--- src/rtl/thread_ready_wait_scheduler_assert.svh ---
// ----------------------------------------------------------------------------
// Thread scheduler assertion macros
// Small wrappers for the concurrent checks of the scheduler top level.
// ----------------------------------------------------------------------------
`ifndef THREAD_READY_WAIT_SCHEDULER_ASSERT_SVH
`define THREAD_READY_WAIT_SCHEDULER_ASSERT_SVH

// The condition must hold at every clock edge outside reset.
`define TRWS_ASSERT_ALWAYS(label, clk, rstn, cond) \
    label: assert property (@(posedge clk) disable iff (!(rstn)) (cond)) \
        else $error("scheduler check failed");

// When the antecedent holds, the consequent holds at the same edge.
`define TRWS_ASSERT_IMPLY(label, clk, rstn, ante, cons) \
    label: assert property (@(posedge clk) disable iff (!(rstn)) (ante) |-> (cons)) \
        else $error("scheduler check failed");

`endif

--- src/rtl/trws_pkg.sv ---
// ----------------------------------------------------------------------------
// Thread scheduler package
// Shared constants, operation and status codes, sequencer states and the
// result record of the thread scheduler.
// ----------------------------------------------------------------------------
package trws_pkg;

    localparam int DEFAULT_SLOTS = 32;
    localparam int MAX_RESULTS   = 32;
    localparam int SENT_W        = $clog2(MAX_RESULTS);
    localparam int SLEEP_W       = 16;

    // Byte that stands for "no character".
    localparam logic [7:0] NO_CHAR = 8'h23;

    localparam logic [2:0] FUNC_CREATE = 3'd0;
    localparam logic [2:0] FUNC_TICK   = 3'd1;
    localparam logic [2:0] FUNC_WAIT   = 3'd2;
    localparam logic [2:0] FUNC_KILL   = 3'd3;
    localparam logic [2:0] FUNC_CHAR   = 3'd4;

    localparam logic [1:0] ST_OK      = 2'd0;
    localparam logic [1:0] ST_NO_SLOT = 2'd1;
    localparam logic [1:0] ST_NO_CHAR = 2'd2;
    localparam logic [1:0] ST_NO_RUN  = 2'd3;

    typedef enum logic [4:0] {
        S_IDLE,
        S_CR,
        S_O0,
        S_O1,
        S_WT0,
        S_WT1,
        S_KS1,
        S_KS2,
        S_KS3,
        S_T0,
        S_T1,
        S_T2,
        S_SW0,
        S_SW1,
        S_SW2,
        S_SWN,
        S_SWEND,
        S_C1,
        S_C2,
        S_W0,
        S_W1,
        S_P0,
        S_P1,
        S_P2,
        S_P3,
        S_P4,
        S_EM,
        S_FIN
    } state_t;

    typedef struct packed {
        logic [1:0] status;
        logic       running_valid;
        logic [4:0] running_id;
        logic       switched;
        logic [4:0] created_id;
        logic       woken_valid;
        logic [4:0] woken_id;
        logic [7:0] delivered_char;
        logic [5:0] ready_count;
        logic [5:0] waiting_count;
        logic       last_result;
    } result_t;

endpackage

--- src/rtl/trws_ram.sv ---
// ----------------------------------------------------------------------------
// Generic RAM
// One write port and one read port, read data registered.
// ----------------------------------------------------------------------------
module trws_ram #(
    parameter int WIDTH = 8,
    parameter int DEPTH = 32
) (
    input  logic                     aclk,
    input  logic                     we,
    input  logic [$clog2(DEPTH)-1:0] waddr,
    input  logic [WIDTH-1:0]         wdata,
    input  logic [$clog2(DEPTH)-1:0] raddr,
    output logic [WIDTH-1:0]         rdata
);

    logic [WIDTH-1:0] mem [DEPTH];

    always_ff @(posedge aclk) begin
        if (we) begin
            mem[waddr] <= wdata;
        end
        rdata <= mem[raddr];
    end

endmodule

--- src/rtl/thread_ready_wait_scheduler.sv ---
// ----------------------------------------------------------------------------
// Thread scheduler
// Round-robin thread scheduler with a ready ring and a waiting ring kept
// as linked lists in on-chip RAM.
// ----------------------------------------------------------------------------
// Usage: one transaction on the s_ channel is one scheduler event (create,
// tick, wait, kill, character). Each event returns one or more result
// transactions on the m_ channel; m_last_result marks the final one. A tick
// or a kill sweep returns one result per thread woken.
// Events are handled one at a time; s_ready is high only when the sequencer
// is idle. A create scans the in-use bits one slot a cycle. Killing the last
// ready thread scans the waiting entries, and runs a tick sweep when a
// sleeper is due. A tick rotates the ready ring and walks the waiting ring;
// a character event searches the waiting ring for a thread waiting for a
// character. Every step is one access to the link and sleep RAMs, whose
// read data is registered. A result is held in a pending register until
// the next one, or the end of the event, is known; when the receiver
// stalls m_ready, the sequencer waits in place and the output holds.
// Reset empties both rings and frees all slots at once; no clearing pass
// is needed.
// ----------------------------------------------------------------------------
module thread_ready_wait_scheduler #(
    parameter int SLOTS = trws_pkg::DEFAULT_SLOTS
) (
    input  logic        aclk,
    input  logic        aresetn,
    input  logic        s_valid,
    output logic        s_ready,
    input  logic [2:0]  s_func,
    input  logic [15:0] s_sleep_ticks,
    input  logic [7:0]  s_char_value,
    output logic        m_valid,
    input  logic        m_ready,
    output logic [1:0]  m_status,
    output logic        m_running_valid,
    output logic [4:0]  m_running_id,
    output logic        m_switched,
    output logic [4:0]  m_created_id,
    output logic        m_woken_valid,
    output logic [4:0]  m_woken_id,
    output logic [7:0]  m_delivered_char,
    output logic [5:0]  m_ready_count,
    output logic [5:0]  m_waiting_count,
    output logic        m_last_result
);

    localparam int LW = $clog2(SLOTS);
    localparam int CW = $clog2(SLOTS + 1);
    localparam int SW = trws_pkg::SLEEP_W;
    localparam logic [trws_pkg::SENT_W-1:0] SENT_CAP =
        trws_pkg::SENT_W'(trws_pkg::MAX_RESULTS - 1);

    trws_pkg::state_t state_reg, state_next;
    logic [LW-1:0]  rh_reg, rh_next, rt_reg, rt_next;
    logic [LW-1:0]  wh_reg, wh_next, wt_reg, wt_next;
    logic [CW-1:0]  rcnt_reg, rcnt_next, wcnt_reg, wcnt_next;
    logic [SLOTS-1:0] busy_reg, busy_next;
    logic [LW-1:0]  cur_reg, cur_next, nx_reg, nx_next;
    logic [CW-1:0]  idx_reg, idx_next, lim_reg, lim_next;
    logic           due_reg, due_next, woke_reg, woke_next;
    logic           in_sweep_reg, in_sweep_next;
    logic [2:0]     op_reg, op_next;
    logic [SW-1:0]  ticks_reg, ticks_next;
    logic [7:0]     ch_reg, ch_next;
    logic [1:0]     e_status_reg, e_status_next;
    logic [LW-1:0]  e_created_reg, e_created_next;
    logic           e_wv_reg, e_wv_next;
    logic [LW-1:0]  e_wid_reg, e_wid_next;
    logic [7:0]     e_ch_reg, e_ch_next;
    logic           prev_v_reg, prev_v_next;
    logic [LW-1:0]  prev_id_reg, prev_id_next;
    logic [trws_pkg::SENT_W-1:0] sent_reg, sent_next;
    trws_pkg::result_t pend_reg, pend_next, out_reg, out_next, new_res;
    logic           pend_v_reg, pend_v_next;
    logic           m_valid_reg, m_valid_next;

    logic           nl_we, pl_we, sl_we;
    logic [LW-1:0]  nl_wa, nl_wd, pl_wa, pl_wd, sl_wa;
    logic [SW-1:0]  sl_wd;
    logic [LW-1:0]  nl_ra, pl_ra, sl_ra;
    logic [LW-1:0]  nl_rd, pl_rd;
    logic [SW-1:0]  sl_rd;

    logic           out_free;
    logic           rv;
    logic [LW-1:0]  rid;
    logic [CW:0]    ring_sum;

    trws_ram #(.WIDTH(LW), .DEPTH(SLOTS)) u_next_ram (
        .aclk(aclk), .we(nl_we), .waddr(nl_wa), .wdata(nl_wd),
        .raddr(nl_ra), .rdata(nl_rd)
    );

    trws_ram #(.WIDTH(LW), .DEPTH(SLOTS)) u_prev_ram (
        .aclk(aclk), .we(pl_we), .waddr(pl_wa), .wdata(pl_wd),
        .raddr(pl_ra), .rdata(pl_rd)
    );

    trws_ram #(.WIDTH(SW), .DEPTH(SLOTS)) u_sleep_ram (
        .aclk(aclk), .we(sl_we), .waddr(sl_wa), .wdata(sl_wd),
        .raddr(sl_ra), .rdata(sl_rd)
    );

    assign s_ready  = (state_reg == trws_pkg::S_IDLE);
    assign out_free = !m_valid_reg || m_ready;

    // Result as it would be reported with the current ring state.
    always_comb begin
        rv  = (rcnt_reg != '0);
        rid = rv ? rh_reg : '0;
        new_res.status         = e_status_reg;
        new_res.running_valid  = rv;
        new_res.running_id     = 5'(rid);
        new_res.switched       = (rv != prev_v_reg) || (rid != prev_id_reg);
        new_res.created_id     = 5'(e_created_reg);
        new_res.woken_valid    = e_wv_reg;
        new_res.woken_id       = 5'(e_wid_reg);
        new_res.delivered_char = e_ch_reg;
        new_res.ready_count    = 6'(rcnt_reg);
        new_res.waiting_count  = 6'(wcnt_reg);
        new_res.last_result    = 1'b0;
    end

    always_comb begin
        state_next    = state_reg;
        rh_next       = rh_reg;
        rt_next       = rt_reg;
        wh_next       = wh_reg;
        wt_next       = wt_reg;
        rcnt_next     = rcnt_reg;
        wcnt_next     = wcnt_reg;
        busy_next     = busy_reg;
        cur_next      = cur_reg;
        nx_next       = nx_reg;
        idx_next      = idx_reg;
        lim_next      = lim_reg;
        due_next      = due_reg;
        woke_next     = woke_reg;
        in_sweep_next = in_sweep_reg;
        op_next       = op_reg;
        ticks_next    = ticks_reg;
        ch_next       = ch_reg;
        e_status_next = e_status_reg;
        e_created_next = e_created_reg;
        e_wv_next     = e_wv_reg;
        e_wid_next    = e_wid_reg;
        e_ch_next     = e_ch_reg;
        prev_v_next   = prev_v_reg;
        prev_id_next  = prev_id_reg;
        sent_next     = sent_reg;
        pend_next     = pend_reg;
        pend_v_next   = pend_v_reg;
        out_next      = out_reg;
        m_valid_next  = m_valid_reg && !m_ready;

        nl_we = 1'b0;
        nl_wa = cur_reg;
        nl_wd = cur_reg;
        pl_we = 1'b0;
        pl_wa = cur_reg;
        pl_wd = cur_reg;
        sl_we = 1'b0;
        sl_wa = cur_reg;
        sl_wd = '0;
        nl_ra = cur_reg;
        pl_ra = cur_reg;
        sl_ra = cur_reg;

        unique case (state_reg)
            trws_pkg::S_IDLE: begin
                if (s_valid) begin
                    op_next        = s_func;
                    ticks_next     = s_sleep_ticks;
                    ch_next        = s_char_value;
                    sent_next      = '0;
                    pend_v_next    = 1'b0;
                    in_sweep_next  = 1'b0;
                    prev_v_next    = (rcnt_reg != '0);
                    prev_id_next   = (rcnt_reg != '0) ? rh_reg : '0;
                    e_status_next  = trws_pkg::ST_OK;
                    e_created_next = '0;
                    e_wv_next      = 1'b0;
                    e_wid_next     = '0;
                    e_ch_next      = '0;
                    idx_next       = '0;
                    unique case (s_func)
                        trws_pkg::FUNC_CREATE: state_next = trws_pkg::S_CR;
                        trws_pkg::FUNC_TICK:   state_next = trws_pkg::S_T0;
                        trws_pkg::FUNC_WAIT: begin
                            if (rcnt_reg == '0) begin
                                e_status_next = trws_pkg::ST_NO_RUN;
                                state_next    = trws_pkg::S_EM;
                            end else begin
                                cur_next   = rh_reg;
                                state_next = trws_pkg::S_O0;
                            end
                        end
                        trws_pkg::FUNC_KILL: begin
                            if (rcnt_reg == '0) begin
                                e_status_next = trws_pkg::ST_NO_RUN;
                                state_next    = trws_pkg::S_EM;
                            end else if (rcnt_reg == CW'(1)) begin
                                busy_next[rh_reg] = 1'b0;
                                cur_next   = wh_reg;
                                due_next   = 1'b0;
                                state_next = trws_pkg::S_KS1;
                            end else begin
                                busy_next[rh_reg] = 1'b0;
                                cur_next   = rh_reg;
                                state_next = trws_pkg::S_O0;
                            end
                        end
                        trws_pkg::FUNC_CHAR: begin
                            cur_next   = wh_reg;
                            state_next = trws_pkg::S_C1;
                        end
                        default: state_next = trws_pkg::S_EM;
                    endcase
                end
            end

            // Lowest free slot, one in-use bit per cycle.
            trws_pkg::S_CR: begin
                if (idx_reg == CW'(SLOTS)) begin
                    e_status_next = trws_pkg::ST_NO_SLOT;
                    state_next    = trws_pkg::S_EM;
                end else if (!busy_reg[idx_reg[LW-1:0]]) begin
                    busy_next[idx_reg[LW-1:0]] = 1'b1;
                    cur_next       = idx_reg[LW-1:0];
                    e_created_next = idx_reg[LW-1:0];
                    state_next     = trws_pkg::S_P0;
                end else begin
                    idx_next = idx_reg + CW'(1);
                end
            end

            // Remove the running thread from the ready ring.
            trws_pkg::S_O0: begin
                if (rcnt_reg > CW'(1)) begin
                    nl_ra      = rh_reg;
                    pl_ra      = rh_reg;
                    state_next = trws_pkg::S_O1;
                end else begin
                    rcnt_next  = rcnt_reg - CW'(1);
                    state_next = (op_reg == trws_pkg::FUNC_WAIT) ? trws_pkg::S_WT0
                                                                 : trws_pkg::S_EM;
                end
            end

            trws_pkg::S_O1: begin
                pl_we = 1'b1;
                pl_wa = nl_rd;
                pl_wd = pl_rd;
                nl_we = 1'b1;
                nl_wa = pl_rd;
                nl_wd = nl_rd;
                rh_next = nl_rd;
                if (cur_reg == rt_reg) begin
                    rt_next = pl_rd;
                end
                rcnt_next  = rcnt_reg - CW'(1);
                state_next = (op_reg == trws_pkg::FUNC_WAIT) ? trws_pkg::S_WT0
                                                             : trws_pkg::S_EM;
            end

            // Append the popped thread to the waiting tail.
            trws_pkg::S_WT0: begin
                sl_we = 1'b1;
                sl_wd = ticks_reg;
                if (wcnt_reg == '0) begin
                    nl_we      = 1'b1;
                    pl_we      = 1'b1;
                    wh_next    = cur_reg;
                    wt_next    = cur_reg;
                    wcnt_next  = wcnt_reg + CW'(1);
                    state_next = trws_pkg::S_EM;
                end else begin
                    nl_we      = 1'b1;
                    nl_wa      = wt_reg;
                    pl_we      = 1'b1;
                    pl_wd      = wt_reg;
                    state_next = trws_pkg::S_WT1;
                end
            end

            trws_pkg::S_WT1: begin
                nl_we      = 1'b1;
                nl_wd      = wh_reg;
                pl_we      = 1'b1;
                pl_wa      = wh_reg;
                wt_next    = cur_reg;
                wcnt_next  = wcnt_reg + CW'(1);
                state_next = trws_pkg::S_EM;
            end

            // Kill of the last ready thread: look for any thread due now.
            trws_pkg::S_KS1: begin
                if (idx_reg >= wcnt_reg) begin
                    state_next = trws_pkg::S_KS3;
                end else begin
                    state_next = trws_pkg::S_KS2;
                end
            end

            trws_pkg::S_KS2: begin
                if (sl_rd == SW'(1)) begin
                    due_next = 1'b1;
                end
                cur_next   = nl_rd;
                idx_next   = idx_reg + CW'(1);
                state_next = trws_pkg::S_KS1;
            end

            trws_pkg::S_KS3: begin
                rcnt_next  = '0;
                state_next = due_reg ? trws_pkg::S_SW0 : trws_pkg::S_EM;
            end

            // Rotation of the ready ring.
            trws_pkg::S_T0: begin
                if (rcnt_reg > CW'(1)) begin
                    nl_ra      = rh_reg;
                    state_next = trws_pkg::S_T1;
                end else begin
                    state_next = trws_pkg::S_SW0;
                end
            end

            trws_pkg::S_T1: begin
                rh_next    = nl_rd;
                pl_ra      = nl_rd;
                state_next = trws_pkg::S_T2;
            end

            trws_pkg::S_T2: begin
                rt_next    = pl_rd;
                state_next = trws_pkg::S_SW0;
            end

            // Walk of the waiting ring.
            trws_pkg::S_SW0: begin
                lim_next      = wcnt_reg;
                cur_next      = wh_reg;
                idx_next      = '0;
                woke_next     = 1'b0;
                in_sweep_next = 1'b1;
                state_next    = trws_pkg::S_SW1;
            end

            trws_pkg::S_SW1: begin
                if (idx_reg >= lim_reg) begin
                    state_next = trws_pkg::S_SWEND;
                end else begin
                    state_next = trws_pkg::S_SW2;
                end
            end

            trws_pkg::S_SW2: begin
                if (sl_rd > SW'(1)) begin
                    sl_we      = 1'b1;
                    sl_wd      = sl_rd - SW'(1);
                    cur_next   = nl_rd;
                    idx_next   = idx_reg + CW'(1);
                    state_next = trws_pkg::S_SW1;
                end else if (sl_rd == SW'(1)) begin
                    nx_next    = nl_rd;
                    woke_next  = 1'b1;
                    e_wv_next  = 1'b1;
                    e_wid_next = cur_reg;
                    state_next = trws_pkg::S_W0;
                end else begin
                    cur_next   = nl_rd;
                    idx_next   = idx_reg + CW'(1);
                    state_next = trws_pkg::S_SW1;
                end
            end

            trws_pkg::S_SWN: begin
                cur_next   = nx_reg;
                idx_next   = idx_reg + CW'(1);
                state_next = trws_pkg::S_SW1;
            end

            trws_pkg::S_SWEND: begin
                in_sweep_next = 1'b0;
                state_next    = woke_reg ? trws_pkg::S_FIN : trws_pkg::S_EM;
            end

            // First thread waiting for a character.
            trws_pkg::S_C1: begin
                if (idx_reg >= wcnt_reg) begin
                    e_status_next = trws_pkg::ST_NO_CHAR;
                    state_next    = trws_pkg::S_EM;
                end else begin
                    state_next = trws_pkg::S_C2;
                end
            end

            trws_pkg::S_C2: begin
                if (sl_rd == '0) begin
                    e_wv_next  = 1'b1;
                    e_wid_next = cur_reg;
                    e_ch_next  = (ch_reg == trws_pkg::NO_CHAR) ? 8'd0 : ch_reg;
                    state_next = trws_pkg::S_W0;
                end else begin
                    cur_next   = nl_rd;
                    idx_next   = idx_reg + CW'(1);
                    state_next = trws_pkg::S_C1;
                end
            end

            // Unlink a woken thread from the waiting ring.
            trws_pkg::S_W0: begin
                if (wcnt_reg > CW'(1)) begin
                    state_next = trws_pkg::S_W1;
                end else begin
                    if (wcnt_reg != '0) begin
                        wcnt_next = wcnt_reg - CW'(1);
                    end
                    state_next = trws_pkg::S_P0;
                end
            end

            trws_pkg::S_W1: begin
                pl_we = 1'b1;
                pl_wa = nl_rd;
                pl_wd = pl_rd;
                nl_we = 1'b1;
                nl_wa = pl_rd;
                nl_wd = nl_rd;
                if (cur_reg == wh_reg) begin
                    wh_next = nl_rd;
                end
                if (cur_reg == wt_reg) begin
                    wt_next = pl_rd;
                end
                wcnt_next  = wcnt_reg - CW'(1);
                state_next = trws_pkg::S_P0;
            end

            // Insert into the ready ring: tick wakes go to the tail, all
            // others right after the running thread.
            trws_pkg::S_P0: begin
                sl_we = 1'b1;
                if (rcnt_reg == '0) begin
                    nl_we      = 1'b1;
                    pl_we      = 1'b1;
                    rh_next    = cur_reg;
                    rt_next    = cur_reg;
                    rcnt_next  = rcnt_reg + CW'(1);
                    state_next = trws_pkg::S_EM;
                end else if (rcnt_reg == CW'(1)) begin
                    nl_we      = 1'b1;
                    nl_wa      = rh_reg;
                    pl_we      = 1'b1;
                    pl_wa      = rh_reg;
                    state_next = trws_pkg::S_P1;
                end else if (in_sweep_reg) begin
                    nl_we      = 1'b1;
                    nl_wa      = rt_reg;
                    pl_we      = 1'b1;
                    pl_wd      = rt_reg;
                    state_next = trws_pkg::S_P3;
                end else begin
                    nl_ra      = rh_reg;
                    state_next = trws_pkg::S_P2;
                end
            end

            trws_pkg::S_P1: begin
                nl_we      = 1'b1;
                nl_wd      = rh_reg;
                pl_we      = 1'b1;
                pl_wd      = rh_reg;
                rt_next    = cur_reg;
                rcnt_next  = rcnt_reg + CW'(1);
                state_next = trws_pkg::S_EM;
            end

            trws_pkg::S_P2: begin
                pl_we      = 1'b1;
                pl_wa      = nl_rd;
                nl_we      = 1'b1;
                nl_wd      = nl_rd;
                state_next = trws_pkg::S_P4;
            end

            trws_pkg::S_P4: begin
                nl_we      = 1'b1;
                nl_wa      = rh_reg;
                pl_we      = 1'b1;
                pl_wd      = rh_reg;
                rcnt_next  = rcnt_reg + CW'(1);
                state_next = trws_pkg::S_EM;
            end

            trws_pkg::S_P3: begin
                nl_we      = 1'b1;
                nl_wd      = rh_reg;
                pl_we      = 1'b1;
                pl_wa      = rh_reg;
                rt_next    = cur_reg;
                rcnt_next  = rcnt_reg + CW'(1);
                state_next = trws_pkg::S_EM;
            end

            // The older pending result leaves once a newer one exists; past
            // the result cap the newest one overwrites the pending slot.
            trws_pkg::S_EM: begin
                if (!(pend_v_reg && sent_reg < SENT_CAP && !out_free)) begin
                    if (pend_v_reg && sent_reg < SENT_CAP) begin
                        out_next     = pend_reg;
                        m_valid_next = 1'b1;
                        sent_next    = sent_reg + trws_pkg::SENT_W'(1);
                    end
                    pend_next    = new_res;
                    pend_v_next  = 1'b1;
                    prev_v_next  = rv;
                    prev_id_next = rid;
                    state_next   = in_sweep_reg ? trws_pkg::S_SWN : trws_pkg::S_FIN;
                end
            end

            trws_pkg::S_FIN: begin
                if (out_free) begin
                    out_next             = pend_reg;
                    out_next.last_result = 1'b1;
                    m_valid_next         = 1'b1;
                    pend_v_next          = 1'b0;
                    state_next           = trws_pkg::S_IDLE;
                end
            end

            default: state_next = trws_pkg::S_IDLE;
        endcase
    end

    always_ff @(posedge aclk) begin
        if (!aresetn) begin
            state_reg    <= trws_pkg::S_IDLE;
            rh_reg       <= '0;
            rt_reg       <= '0;
            wh_reg       <= '0;
            wt_reg       <= '0;
            rcnt_reg     <= '0;
            wcnt_reg     <= '0;
            busy_reg     <= '0;
            in_sweep_reg <= 1'b0;
            pend_v_reg   <= 1'b0;
            m_valid_reg  <= 1'b0;
        end else begin
            state_reg    <= state_next;
            rh_reg       <= rh_next;
            rt_reg       <= rt_next;
            wh_reg       <= wh_next;
            wt_reg       <= wt_next;
            rcnt_reg     <= rcnt_next;
            wcnt_reg     <= wcnt_next;
            busy_reg     <= busy_next;
            in_sweep_reg <= in_sweep_next;
            pend_v_reg   <= pend_v_next;
            m_valid_reg  <= m_valid_next;
        end
    end

    always_ff @(posedge aclk) begin
        cur_reg       <= cur_next;
        nx_reg        <= nx_next;
        idx_reg       <= idx_next;
        lim_reg       <= lim_next;
        due_reg       <= due_next;
        woke_reg      <= woke_next;
        op_reg        <= op_next;
        ticks_reg     <= ticks_next;
        ch_reg        <= ch_next;
        e_status_reg  <= e_status_next;
        e_created_reg <= e_created_next;
        e_wv_reg      <= e_wv_next;
        e_wid_reg     <= e_wid_next;
        e_ch_reg      <= e_ch_next;
        prev_v_reg    <= prev_v_next;
        prev_id_reg   <= prev_id_next;
        sent_reg      <= sent_next;
        pend_reg      <= pend_next;
        out_reg       <= out_next;
    end

    assign m_valid          = m_valid_reg;
    assign m_status         = out_reg.status;
    assign m_running_valid  = out_reg.running_valid;
    assign m_running_id     = out_reg.running_id;
    assign m_switched       = out_reg.switched;
    assign m_created_id     = out_reg.created_id;
    assign m_woken_valid    = out_reg.woken_valid;
    assign m_woken_id       = out_reg.woken_id;
    assign m_delivered_char = out_reg.delivered_char;
    assign m_ready_count    = out_reg.ready_count;
    assign m_waiting_count  = out_reg.waiting_count;
    assign m_last_result    = out_reg.last_result;

    assign ring_sum = {1'b0, rcnt_reg} + {1'b0, wcnt_reg};

`include "thread_ready_wait_scheduler_assert.svh"

    // The two rings together hold no more threads than there are slots.
    `TRWS_ASSERT_ALWAYS(a_ring_sum, aclk, aresetn, ring_sum <= (CW + 1)'(SLOTS))
    // No result of a finished event is left behind when a new one is taken.
    `TRWS_ASSERT_IMPLY(a_idle_drained, aclk, aresetn, s_ready, !pend_v_reg)
    // Between events the running thread holds an allocated slot.
    `TRWS_ASSERT_IMPLY(a_run_busy, aclk, aresetn, s_ready && rcnt_reg != '0, busy_reg[rh_reg])

endmodule

--- config.mk ---
export PLATFORM = sky130hd
export DESIGN_NAME = thread_ready_wait_scheduler
export DESIGN_NICKNAME = d
export VERILOG_FILES = /design/src/rtl/trws_pkg.sv /design/src/rtl/trws_ram.sv /design/src/rtl/thread_ready_wait_scheduler.sv
export VERILOG_INCLUDE_DIRS = /design/src /design/src/rtl
export SDC_FILE = /design/constraint.sdc
export NUM_CORES = 2
export LEC_CHECK = 0
export ABC_AREA = 1
export BUFFER_PORTS_ARGS = -buffer_cell sky130_fd_sc_hd__clkbuf_2
export CAP_MARGIN = 20
export CORE_MARGIN = 8
export CORE_UTILIZATION = 53
export DETAILED_ROUTE_END_ITERATION = 16
export PLACE_DENSITY = 0.69
export REMOVE_ABC_BUFFERS = 1
export SLEW_MARGIN = 5
export SYNTH_ARGS = -nofsm -noshare
export SYNTH_HDL_FRONTEND = slang
export SYNTH_SLANG_ARGS = --single-unit
--- constraint.sdc ---
create_clock -name aclk -period 4.06 [get_ports aclk]
set_input_delay 0.406 -clock aclk [delete_from_list [all_inputs] [get_ports aclk]]
set_output_delay 0.406 -clock aclk [all_outputs]
set_load 0.01 [all_outputs]
==> metrics.cfg <==
[global_route]
overflow = 0
grt_pass1_vias = 30800
gr-usage-all-layers = 0.244
antenna_found_initial = 0
grt_pass1_wl_um = 185000
grt_max_degree = 156

[synth]
synth_cell_types = 53
synth_top_family_by_area = simple AND/OR/NAND/NOR gates
synthAdderAreaFrac = 0.00677
synth.area.top_cells = edfxtp_1 (65%), nand2_1 (4.6%), a22oi_1 (4.3%)
synthCells = 3983
synth_top_area_frac = 0.647
synth_area_per_cell_um2 = 11.6
syn_area_um2 = 46200
synthSimpleGateAreaFrac = 0.126
synth_xor_area_frac = 0.00569
synth_seq_cells = 1094
ys.warnings.count = 0
synth_compound_area_frac = 0.117
synth_area_leader_cell = edfxtp_1
seq_area_frac_synth = 0.690
synthMuxAreaShare = 0

[setup_path]
crit_fanout = 10
crit_start = rcnt_reg[2]$_SDFFE_PN0P_
worstPathArrival_ps = 3850
end_kind = register
crit_required_ps = 4390
timing_worst_setup_path_type = reg -> reg
cp-start-kind = register
worstReg2RegStart = rcnt_reg[2]$_SDFFE_PN0P_

[placement]
io_buffer_count = 73
dp.cells = 5173
pre_cts_slack_ps = 668
post-dp-hpwl_um = 78200
gp_congestion = 0.983
placement.cell_area_um2 = 48600

[clock_tree]
htree_levels = 3
cts.clk_slew.worst_paths_ps = 60
cts_inserted_buffers = 108
clock_path_buffers = 3
cts.sinks = 1094
insertion_delay_ps = 700
cts-root-buf = clkbuf_16
cts_tree = yes

[drt]
vias_per_cell = 5.98
vias = 32300
first_pass_iters = 6
ant_nets = 0
wl_um = 122000
routedWlPerCell_um = 22.6
drtIter0Drc = 3705
drc = 0

[sta]
max_slew_margin = 0.312
drv_slew = 0
period_share = 0.868
holdWs_ps = 49.4
fmax_mhz = 284
min_period_ps = 3520
hold_violations = 0
setup_ws_ps = 537
skew_ps = 57.3
setup_viol_count_final = 0
rsz0062_at_grt = no
tightest_slew_ps = 1030

[floorplanning]
die_y_um = 311
fp-row-count = 108
ioPinCount = 74
core_area_um2 = 86600
chipWidth_um = 311
die_area_um2 = 96900
start_util = 0.534

[min_path]
hold_path_startpoint = s_func[0]
hold_path.class = in -> reg

[power_and_ir_drop]
ir_worst_vdd_mv = 0.487
power.share.clock = 0.269
power_leakage_nw = 19.1
p_int_w = 0.0240
cellPowerDensity_nw_per_um2 = 734
pwr-share-comb = 0.354
p_seq_frac = 0.377
p_switching_w = 0.0146
swShare = 0.378

[layout]
diodes = 0
area_growth_pct = 13.9
biggestRegsByFlops = u_sleep_ram.mem x512, u_next_ram.mem x160, u_prev_ram.mem x160
largest_reg_flops = 512
final_layout_size_suffix_gt1_frac = 0.113
fin_area_um2 = 52600
stdcell_count = 5400
largest_register = u_sleep_ram.mem
num-nets-final = 4209

[outcome]
status = completed

[flow_run]
maxCapViolations = 0

-- layer usage --
layer | share of wire | up-vias | GRT usage
li1 | - | 14800 | -
met1 | 0.41 | 15600 | 0.339
met2 | 0.46 | 1622 | 0.390
met3 | 0.089 | 280 | 0.0372
met4 | 0.037 | 0 | 0.0924
met5 | 0 | - | 0
-- cells in the final DEF, fill, tap and decap left out, drive strengths merged, types with 4 or more instances in the layout --
| cell | n |
|---|---|
| edfxtp | 996 |
| nand2 | 570 |
| inv | 447 |
| nand3 | 299 |
| nor2 | 272 |
| a22oi | 266 |
| a21oi | 247 |
| clkbuf | 206 |
| o21ai | 170 |
| buf | 164 |
| dfxtp | 98 |
| nand4 | 93 |
| o211ai | 84 |
| clkinv | 50 |
| nor3 | 39 |
| nor4 | 34 |
| ha | 25 |
| dlygate4sd3 | 24 |
| a31oi | 20 |
| o22ai | 18 |
| bufinv | 18 |
| xor2 | 16 |
| xnor2 | 14 |
| a211oi | 11 |
| o221ai | 10 |
| nand3b | 7 |
| a221oi | 7 |
| or2 | 6 |
| a22o | 5 |
| clkinvlp | 5 |
| o31ai | 4 |
| o2111ai | 4 |
-- power by group through the flow --
| stage | Clock (W) | Combinational (W) | Sequential (W) |
|---|---|---|---|
| 2_1_floorplan | 0 | 0.00822 | 0.0146 |
| 3_3_place_gp | 0 | 0.0132 | 0.0147 |
| 3_5_place_dp | 0 | 0.0134 | 0.0147 |
| 4_1_cts | 0.0105 | 0.0135 | 0.0145 |
| 5_1_grt | 0.0110 | 0.0148 | 0.0146 |
| 6_report | 0.0104 | 0.0137 | 0.0145 |
-- logic make-up (layout without fill, tap and decap cells) --
| logic type | Yosys count | count (layout) |
|---|---|---|
| AND/OR/NAND/NOR | 1324 | 1324 |
| flip-flops | 1094 | 1094 |
| AO/OA/AOI/OAI | 858 | 858 |
| buffers and inverters | 652 | 914 |
| XOR/XNOR | 30 | 30 |
| adder cells (fa/ha/maj) | 25 | 25 |
-- metrics by stage --
stage / setup TNS (ps) / total power [W] / utilization
after floorplan: -1144320 / 0.0228 / -
final: 0 / 0.0386 / 0.608
after CTS: 0 / 0.0385 / 0.607
after global placement: 0 / 0.0280 / 0.561
after detailed placement: 0 / 0.0281 / 0.561
after global routing: 0 / 0.0403 / 0.608
-- cell usage after synthesis (all sizes together) --
cell type / count
ha: 25
a22o: 5
xnor2: 14
o21a: 3
a311oi: 1
a221oi: 7
a2111oi: 1
o21bai: 3
o211ai: 84
edfxtp: 996
xor2: 16
a21o: 2
o2111ai: 4
a211oi: 11
nor2: 272
nor4: 34
o21ai: 170
nor3: 39
a21oi: 247
clkinv: 10
o31ai: 4
clkbuf: 138
inv: 441
o311ai: 1
a22oi: 266
o41ai: 1
nand3b: 7
nor3b: 2
nand2: 570
or3: 2
nand3: 299
nand4: 93
or2: 6
a31oi: 20
dfxtp: 98
buf: 63
o22ai: 18
o221ai: 10
-- path summary, 6_finish.rpt --
check | slack, ps | end | cells after the start
setup / recovery | 540 | u_next_ram.mem[15][0]$_DFFE_PP_ | 12
setup reg to reg | 540 | u_next_ram.mem[15][0]$_DFFE_PP_ | 12
hold / removal | 50 | op_reg[0]$_DFFE_PP_ | 1
hold reg to reg | 420 | m_woken_id[4]$_DFFE_PP_ | 0
-- repair_timing --
item | CTS | global route
endpoints found under the hold margin | 24 | 0
hold buffers | 24 | 0
setup buffers | 0 | 0
gates resized for setup | 0 | 0
-- layout make-up --
class / count / area, um^2
Sequential cell: 1094 / 31900
Multi-Input combinational cell: 2237 / 12000
Fill cell: 6741 / 34000
Inverter: 451 / 1700
Clock buffer: 133 / 2840
Timing Repair Buffer: 261 / 1920
Clock inverter: 69 / 893
Tap cell: 1155 / 1450
-- worst max-delay path: stages (launching register included) --
cell,delay (ps)
dfxtp_1,370
nor2_2,220
nand3_2,250
buf_4,250
nand2_1,100
nor2_1,100
inv_1,130
nor2_1,50
nor2_1,160
o221ai_1,180
a22oi_2,220
nand3_1,570
nor2_1,570
Note: power is estimated with default switching activity, not from simulation.
